File: config.mk
export PLATFORM = sky130hd
export DESIGN_NAME = closest_pair_brute_force_core
export DESIGN_NICKNAME = d
export VERILOG_FILES = /design/src/hdl/cpbf_pkg.sv /design/src/hdl/cpbf_dist.sv /design/src/hdl/cpbf_isqrt.sv /design/src/hdl/closest_pair_brute_force_core.sv
export SDC_FILE = /design/constraint.sdc
export NUM_CORES = 1
export LEC_CHECK = 0
export BUFFER_PORTS_ARGS = -buffer_cell sky130_fd_sc_hd__clkbuf_2
export CAP_MARGIN = 20
export CORE_UTILIZATION = 45
export CTS_CLUSTER_DIAMETER = 100
export CTS_CLUSTER_SIZE = 14
export DETAILED_ROUTE_END_ITERATION = 8
export GPL_TIMING_DRIVEN = 0
export SETUP_SLACK_MARGIN = 0.4
export SYNTH_ARGS = -nofsm -noshare
export SYNTH_HDL_FRONTEND = slang
export SYNTH_SLANG_ARGS = --single-unit
File: constraint.sdc
create_clock -name clk -period 18.7 [get_ports clk]
set_input_delay 0.935 -clock clk [delete_from_list [all_inputs] [get_ports clk]]
set_output_delay 0.935 -clock clk [all_outputs]
set_load 0.02 [all_outputs]
File: src/hdl/cpbf_pkg.sv
package cpbf_pkg;

	localparam int unsigned CoordW = 16;
	localparam int unsigned IdxW   = 3;
	localparam int unsigned DsqW   = 33;
	localparam int unsigned DistW  = 25;
	localparam int unsigned FracW  = 8;

	typedef struct packed {
		logic signed [CoordW-1:0] point_x;
		logic signed [CoordW-1:0] point_y;
	} in_t;

	typedef struct packed {
		logic        [IdxW-1:0]   first_index;
		logic        [IdxW-1:0]   second_index;
		logic signed [CoordW-1:0] first_x;
		logic signed [CoordW-1:0] first_y;
		logic signed [CoordW-1:0] second_x;
		logic signed [CoordW-1:0] second_y;
		logic        [DsqW-1:0]   min_dist_sq;
		logic        [DistW-1:0]  min_dist;
	} out_t;

	// Handshake between the sequencer and an iterative unit
	typedef struct packed {
		logic go;
	} unit_req_t;

	typedef struct packed {
		logic done;
	} unit_rsp_t;

endpackage

File: src/hdl/cpbf_dist.sv
module cpbf_dist (
	input  logic                          clk,
	input  logic                          arst_n,
	input  cpbf_pkg::unit_req_t           req,
	input  cpbf_pkg::in_t                 pa,
	input  cpbf_pkg::in_t                 pb,
	output cpbf_pkg::unit_rsp_t           rsp,
	output logic [cpbf_pkg::DsqW-1:0]     dsq
);

	typedef enum logic [1:0] {PH_IDLE, PH_DX, PH_DY} phase_t;

	localparam int unsigned CW = cpbf_pkg::CoordW;

	phase_t              phase_q;
	logic [CW-1:0]       dx_q;
	logic [CW-1:0]       dy_q;
	logic [2*CW-1:0]     acc_q;
	logic [cpbf_pkg::DsqW-1:0] dsq_q;
	logic                done_q;

	logic signed [CW:0]  diff_x;
	logic signed [CW:0]  diff_y;
	logic [CW:0]         neg_x;
	logic [CW:0]         neg_y;
	logic [CW-1:0]       abs_x;
	logic [CW-1:0]       abs_y;
	logic [CW-1:0]       mul_op;
	logic [2*CW-1:0]     prod;

	assign diff_x = {pb.point_x[CW-1], pb.point_x} - {pa.point_x[CW-1], pa.point_x};
	assign diff_y = {pb.point_y[CW-1], pb.point_y} - {pa.point_y[CW-1], pa.point_y};
	assign neg_x  = -diff_x;
	assign neg_y  = -diff_y;
	assign abs_x  = diff_x[CW] ? neg_x[CW-1:0] : diff_x[CW-1:0];
	assign abs_y  = diff_y[CW] ? neg_y[CW-1:0] : diff_y[CW-1:0];

	// One squarer, shared between the two axes
	assign mul_op = (phase_q == PH_DY) ? dy_q : dx_q;
	assign prod   = mul_op * mul_op;

	always_ff @(posedge clk or negedge arst_n) begin
		if (!arst_n) begin
			phase_q <= PH_IDLE;
			done_q  <= 1'b0;
		end else begin
			done_q <= 1'b0;
			unique case (phase_q)
				PH_IDLE: begin
					if (req.go) begin
						phase_q <= PH_DX;
					end
				end
				PH_DX: begin
					phase_q <= PH_DY;
				end
				PH_DY: begin
					phase_q <= PH_IDLE;
					done_q  <= 1'b1;
				end
				default: begin
					phase_q <= PH_IDLE;
				end
			endcase
		end
	end

	always_ff @(posedge clk) begin
		if (phase_q == PH_IDLE && req.go) begin
			dx_q <= abs_x;
			dy_q <= abs_y;
		end
		if (phase_q == PH_DX) begin
			acc_q <= prod;
		end
		if (phase_q == PH_DY) begin
			dsq_q <= {1'b0, acc_q} + {1'b0, prod};
		end
	end

	assign rsp.done = done_q;
	assign dsq      = dsq_q;

endmodule

File: src/hdl/cpbf_isqrt.sv
module cpbf_isqrt (
	input  logic                          clk,
	input  logic                          arst_n,
	input  cpbf_pkg::unit_req_t           req,
	input  logic [cpbf_pkg::DsqW-1:0]     operand,
	output cpbf_pkg::unit_rsp_t           rsp,
	output logic [cpbf_pkg::DistW-1:0]    root
);

	localparam int unsigned RW   = cpbf_pkg::DistW;
	localparam int unsigned VW   = 2 * RW;
	localparam int unsigned PadW = VW - cpbf_pkg::DsqW - 2 * cpbf_pkg::FracW;
	localparam int unsigned CntW = $clog2(RW);

	logic            run_q;
	logic            done_q;
	logic [CntW-1:0] cnt_q;
	logic [VW-1:0]   val_q;
	logic [RW:0]     rem_q;
	logic [RW-1:0]   root_q;

	logic [RW+2:0]   rem_sh;
	logic [RW+2:0]   trial;
	logic [RW+2:0]   diff;
	logic            take;

	// One result bit per step: bring down two operand bits, try root*4+1
	assign rem_sh = {rem_q, val_q[VW-1 -: 2]};
	assign trial  = {1'b0, root_q, 2'b01};
	assign diff   = rem_sh - trial;
	assign take   = (rem_sh >= trial);

	always_ff @(posedge clk or negedge arst_n) begin
		if (!arst_n) begin
			run_q  <= 1'b0;
			done_q <= 1'b0;
			cnt_q  <= '0;
		end else begin
			done_q <= 1'b0;
			if (req.go && !run_q) begin
				run_q <= 1'b1;
				cnt_q <= '0;
			end else if (run_q) begin
				if (cnt_q == CntW'(RW - 1)) begin
					run_q  <= 1'b0;
					done_q <= 1'b1;
				end
				cnt_q <= cnt_q + 1'b1;
			end
		end
	end

	always_ff @(posedge clk) begin
		if (req.go && !run_q) begin
			val_q  <= {{PadW{1'b0}}, operand, {(2 * cpbf_pkg::FracW){1'b0}}};
			rem_q  <= '0;
			root_q <= '0;
		end else if (run_q) begin
			val_q  <= {val_q[VW-3:0], 2'b00};
			rem_q  <= take ? diff[RW:0] : rem_sh[RW:0];
			root_q <= {root_q[RW-2:0], take};
		end
	end

	assign rsp.done = done_q;
	assign root     = root_q;

endmodule

File: src/hdl/closest_pair_brute_force_core.sv
// Loading: one point per cycle, start is taken whenever busy is low.
// After the last point of a set, busy stays high while every pair passes through
// the shared squarer and then through the 25 steps of the bit-serial square root.
// The result is shown for one cycle on done; the receiver cannot stall it.
// Reset clears the sequencer, the load count and done; the point store is not cleared.
module closest_pair_brute_force_core #(
	parameter int unsigned NUM_POINTS = 8
) (
	input  logic           clk,
	input  logic           arst_n,
	input  logic           start,
	input  cpbf_pkg::in_t  point,
	output logic           busy,
	output logic           done,
	output cpbf_pkg::out_t result
);

	localparam int unsigned IW = (NUM_POINTS > 1) ? $clog2(NUM_POINTS) : 1;
	localparam int unsigned BW = cpbf_pkg::DsqW + 1;

	typedef enum logic [2:0] {
		S_LOAD, S_RDI, S_LATI, S_RDJ, S_GO, S_WAIT, S_ROOT, S_ROOTW
	} state_t;

	state_t              state_q;
	logic [IW-1:0]       cnt_q;
	logic [IW-1:0]       i_q;
	logic [IW-1:0]       j_q;
	logic [IW-1:0]       rd_addr;
	cpbf_pkg::in_t       mem [NUM_POINTS];
	cpbf_pkg::in_t       rd_q;
	cpbf_pkg::in_t       pi_q;
	cpbf_pkg::in_t       best_a_q;
	cpbf_pkg::in_t       best_b_q;
	logic [IW-1:0]       best_i_q;
	logic [IW-1:0]       best_j_q;
	logic [BW-1:0]       best_d_q;
	logic                done_q;
	cpbf_pkg::out_t      result_q;

	cpbf_pkg::unit_req_t dist_req;
	cpbf_pkg::unit_rsp_t dist_rsp;
	cpbf_pkg::unit_req_t root_req;
	cpbf_pkg::unit_rsp_t root_rsp;
	logic [cpbf_pkg::DsqW-1:0]  dsq;
	logic [cpbf_pkg::DistW-1:0] root;

	logic                accept;
	logic                better;
	logic [IW+2:0]       ext_i;
	logic [IW+2:0]       ext_j;

	assign accept      = start && (state_q == S_LOAD);
	assign rd_addr     = (state_q == S_RDI) ? i_q : j_q;
	assign dist_req.go = (state_q == S_GO);
	assign root_req.go = (state_q == S_ROOT);
	assign better      = ({1'b0, dsq} < best_d_q);
	assign ext_i       = (IW + 3)'(best_i_q);
	assign ext_j       = (IW + 3)'(best_j_q);

	cpbf_dist u_dist (
		.clk    (clk),
		.arst_n (arst_n),
		.req    (dist_req),
		.pa     (pi_q),
		.pb     (rd_q),
		.rsp    (dist_rsp),
		.dsq    (dsq)
	);

	cpbf_isqrt u_isqrt (
		.clk     (clk),
		.arst_n  (arst_n),
		.req     (root_req),
		.operand (best_d_q[cpbf_pkg::DsqW-1:0]),
		.rsp     (root_rsp),
		.root    (root)
	);

	// Point store: one write port for loading, one registered read port
	always_ff @(posedge clk) begin
		if (accept) begin
			mem[cnt_q] <= point;
		end
		rd_q <= mem[rd_addr];
	end

	always_ff @(posedge clk or negedge arst_n) begin
		if (!arst_n) begin
			state_q  <= S_LOAD;
			cnt_q    <= '0;
			i_q      <= '0;
			j_q      <= '0;
			best_i_q <= '0;
			best_j_q <= '0;
			best_d_q <= '1;
			done_q   <= 1'b0;
		end else begin
			done_q <= 1'b0;
			unique case (state_q)
				S_LOAD: begin
					if (accept) begin
						if (cnt_q == IW'(NUM_POINTS - 1)) begin
							cnt_q    <= '0;
							i_q      <= '0;
							best_i_q <= '0;
							best_j_q <= '0;
							best_d_q <= '1;
							state_q  <= S_RDI;
						end else begin
							cnt_q <= cnt_q + 1'b1;
						end
					end
				end
				S_RDI: begin
					state_q <= S_LATI;
				end
				S_LATI: begin
					pi_q    <= rd_q;
					j_q     <= i_q + 1'b1;
					state_q <= S_RDJ;
				end
				S_RDJ: begin
					state_q <= S_GO;
				end
				S_GO: begin
					state_q <= S_WAIT;
				end
				S_WAIT: begin
					if (dist_rsp.done) begin
						// strict less-than keeps the earliest minimal pair
						if (better) begin
							best_d_q <= {1'b0, dsq};
							best_i_q <= i_q;
							best_j_q <= j_q;
							best_a_q <= pi_q;
							best_b_q <= rd_q;
						end
						if (j_q == IW'(NUM_POINTS - 1)) begin
							if (i_q == IW'(NUM_POINTS - 2)) begin
								state_q <= S_ROOT;
							end else begin
								i_q     <= i_q + 1'b1;
								state_q <= S_RDI;
							end
						end else begin
							j_q     <= j_q + 1'b1;
							state_q <= S_RDJ;
						end
					end
				end
				S_ROOT: begin
					state_q <= S_ROOTW;
				end
				S_ROOTW: begin
					if (root_rsp.done) begin
						result_q.first_index  <= ext_i[2:0];
						result_q.second_index <= ext_j[2:0];
						result_q.first_x      <= best_a_q.point_x;
						result_q.first_y      <= best_a_q.point_y;
						result_q.second_x     <= best_b_q.point_x;
						result_q.second_y     <= best_b_q.point_y;
						result_q.min_dist_sq  <= best_d_q[cpbf_pkg::DsqW-1:0];
						result_q.min_dist     <= root;
						done_q  <= 1'b1;
						state_q <= S_LOAD;
					end
				end
				default: begin
					state_q <= S_LOAD;
				end
			endcase
		end
	end

	assign busy   = (state_q != S_LOAD);
	assign done   = done_q;
	assign result = result_q;

	a_done_single: assert property (@(posedge clk) disable iff (!arst_n)
		done |=> !done)
		else $error("result strobe held longer than one cycle");

	a_done_after_busy: assert property (@(posedge clk) disable iff (!arst_n)
		$fell(busy) |-> done)
		else $error("compute finished without a result");

	a_best_valid: assert property (@(posedge clk) disable iff (!arst_n)
		(state_q == S_ROOT) |-> (best_d_q[BW-1] == 1'b0) && (best_i_q < best_j_q))
		else $error("no valid pair recorded before square root");

endmodule

==> results_dict.tcl <==
set metrics [dict create \
    nets 3531 \
    synth_seq_cells 756 \
    reg2reg_depth 35 \
    gp_congestion 0.921 \
    cpMostUsedCell "fa_1" \
    finalCriticalPeriod_ps 11130 \
    syn_nets 3269 \
    grt_max_degree 66 \
    clk_pin_slew_ps 70 \
    setup-tns-final_ps 0 \
    syn_area_per_cell_um2 13.5 \
    synthArstFlopShare 0.0833 \
    hpwlAfterDp_um 63500 \
    worstReg2RegStart "u_dist.phase_q[1]$_DFFE_PN0P_" \
    slew_viol_final 0 \
    synth_xor_area_frac 0.0294 \
    yosys_warnings 0 \
    timing.final.crit_share 0.595 \
    first_pass_iters 5 \
    pwr_density_cell_nw_per_um2 70.2 \
    via_per_inst 5.30 \
    yosys.area_share.simple 0.0595 \
    final_hold_viol_count 0 \
    synth_cells 2840 \
    area_growth_pct 12.0 \
    die_area_um2 86600 \
    skew_ps 37.8 \
    cp_max_fo 10 \
    crit_path_end_kind "flop" \
    io_buffers 164 \
    first_iter_violations 1350 \
    synth_fa_ha_area_frac 0.160 \
    grt_pass1_wl_um 134000 \
    cts_inserted_buffers 60 \
    start_util 0.457 \
    ys.flop_type "edfxtp_1" \
    slowest_delay_ps 880 \
    fp-row-count 106 \
    cts_sinks 756 \
    r2r_slack_ps 7570 \
    worstSetupPathType "flop to flop" \
    ys_seq_area_frac 0.561 \
    fillers 7189 \
    ant_nets 0 \
    cap_violations 0 \
    h-tree-depth 2 \
    die_h_um 294 \
    clock_latency_ps 650 \
    cp_slowest_cell "mux2i_1" \
    overflow 0 \
    avgRoutedWirePerCell_um 19.9 \
    worst_slack_ps 7570 \
    drc 0 \
    cts_root_buffer "clkbuf_16" \
    tightest_slew_ps 1060 \
    post_cts_resized 0 \
    dieWidth_um 294 \
    muxShareOfSynthArea 0.0636 \
    status "finished, final reports clean" \
    synth_top_family_by_area "adder cells" \
    rsz0062_at_grt "false" \
    synth_edf_count 609 \
    setup_viol 0 \
    cts_setup_buffers 0 \
    num_antenna_cells 0 \
    irDropWorstVdd_uv 76.4 \
    holdCritPathClass "input pin to asynchronous set/reset pin" \
    grt_use_total 0.200 \
    synth_compound_area_frac 0.0840 \
    cts_tree "yes" \
    leakage_uw 0.0172 \
    crit_required_ps 19070 \
    yosys.cell_types.count 84 \
    via_count 22700 \
    grt_pass1_vias 23900 \
    crit_path_start_kind "flop" \
    drive_gt1_frac 0.153 \
    multiInputGateArea_um2 15300 \
    synth_area_um2 38500 \
    cts_hold_buffers 0 \
    seq_area_um2 21600 \
    fmax_ghz 0.0898 \
    slew_headroom 0.273 \
    antenna_found_initial 3 \
    io_pins 165 \
    dp_worst_setup_slack_ps 7540 \
    cts_buffer_depth 3 \
    r2r_end "u_dist.dsq[32]$_DFFE_PP_" \
    drt_wl_total_um 85400 \
    coreArea_um2 84100 \
    arrival_ps 11510 \
]
[registers in the layout (all words and copies together) (netlist names), 5 cells and up]
register       count
result           128
rd_q              32
best_d_q          34
u_isqrt.val_q     34
mem              256
u_isqrt.cnt_q      5
best_a_q          32
u_dist.dx_q       16
u_isqrt.root      25
best_b_q          32
u_dist.dsq        33
u_dist.dy_q       16
pi_q              32
u_isqrt.rem_q     26
u_dist.acc_q      31
[critical path: cells and delay by family, from the launching register on]
family                     cells  cell delay [ps]
AOI/OAI and AO/OA             11             2350
xor gates and xnor gates       1              220
adders and majority gates      8             3690
buffers and inverters          7             1560
DFF                            1              430
muxes                          1              880
and+or+nand+nor                7             1730
[metal layers]
metal  part of all wire  track usage  vias up
li1                   -            -    10800
met1               0.43        0.262    11400
met2               0.50        0.349      472
met3              0.046       0.0316      111
met4              0.020       0.0462        4
met5            0.00030            0        -
[worst max-delay path by stage]
stage,from,end,slack [ps],cells past startpoint
6_report,u_dist.phase_q[1]$_DFFE_PN0P_,u_dist.dsq[32]$_DFFE_PP_,7570,35
5_1_grt,u_dist.phase_q[1]$_DFFE_PN0P_,u_dist.dsq[31]$_DFFE_PP_,6920,35
4_1_cts,u_dist.phase_q[1]$_DFFE_PN0P_,u_dist.dsq[32]$_DFFE_PP_,7480,35
3_5_place_dp,u_dist.phase_q[1]$_DFFE_PN0P_,u_dist.dsq[32]$_DFFE_PP_,7540,35
3_3_place_gp,arst_n,result[112]$_DFFE_PP_,1850,3
2_1_floorplan,arst_n,result[0]$_DFFE_PP_,8330,2
[where the power goes]
group          internal (µW)  switching, µW  leakage [µW]
Sequential              1810           1.04       0.00677
Combinational           3.23           10.2       0.00961
Clock                    619            586      0.000844
[placed cells by master (no fill, tap or decap), types with 8 or more instances in the layout]
master	netlist	layout
a211o_1	10	10
a211oi_1	14	14
a21o_1	65	65
a21oi_1	121	121
a31oi_1	15	15
and3_1	9	8
buf_12	0	10
buf_2	10	12
buf_6	0	17
clkbuf_1	54	102
clkbuf_16	0	61
clkbuf_2	0	164
dfrtp_1	29	29
dfstp_2	34	34
dfxtp_1	84	84
edfxtp_1	609	609
fa_1	163	163
ha_1	231	231
inv_1	351	351
mux2_2	74	74
mux2i_1	17	17
mux4_2	64	64
nand2_1	153	153
nand2b_1	25	25
nand3_1	30	30
nand4_1	13	13
nor2_1	166	159
nor2b_1	22	21
nor3_1	29	26
o21a_1	22	22
o21ai_0	85	85
o21ai_1	8	8
o22a_1	34	34
o22ai_1	34	34
o31ai_1	10	10
xnor2_1	82	82
xor2_1	45	45
[metrics by stage]
stage | instances | total power, µW | hold slack (ps) | cell area [µm²] | util
3_3_place_gp | 4138 | 1850 | 404 | 40700 | 0.484
4_1_cts | 4286 | 3060 | 291 | 43100 | 0.512
3_5_place_dp | 4172 | 1860 | 405 | 41300 | 0.491
5_1_grt | 4288 | 3120 | 315 | 43100 | 0.512
2_1_floorplan | 2840 | 1840 | 400 | 38500 | -
6_report | 4288 | 3020 | 321 | 43100 | 0.512
[area by class of cell]
| cell class | instances | area share |
|---|---|---|
| timing repair buffer | 200 | 0.0310 |
| inverter | 358 | 0.0312 |
| sequential | 756 | 0.501 |
| tap | 1134 | 0.0329 |
| buffer | 69 | 0.00645 |
| clock inverter | 4 | 0.00180 |
| multi-input combinational | 1657 | 0.356 |
| clock buffer | 110 | 0.0397 |
[cells in the mapped netlist (all sizes together), types with 25 or more instances]
cell	number	area share
mux4	64	0.037
inv	351	0.034
xor2	45	0.010
nor2	166	0.016
edfxtp	609	0.48
mux2	74	0.022
nand2	153	0.015
o21ai	93	0.012
a21o	65	0.013
dfstp	34	0.023
nand2b	25	0.0041
nor3	30	0.0042
nand3	30	0.0039
dfxtp	84	0.044
xnor2	83	0.019
dfrtp	29	0.019
o22a	34	0.0077
ha	231	0.075
clkbuf	54	0.0053
fa	163	0.085
a21oi	122	0.016
o22ai	34	0.0055
[logic make-up after synthesis]
kind of cell               Yosys count
buffers and inverters              427
adders and majority gates          394
xor gates and xnor gates           128
DFF                                756
AOI/OAI and AO/OA                  487
and+or+nand+nor                    493
muxes                              155
No activity file was read; power rests on OpenSTA's default activity.
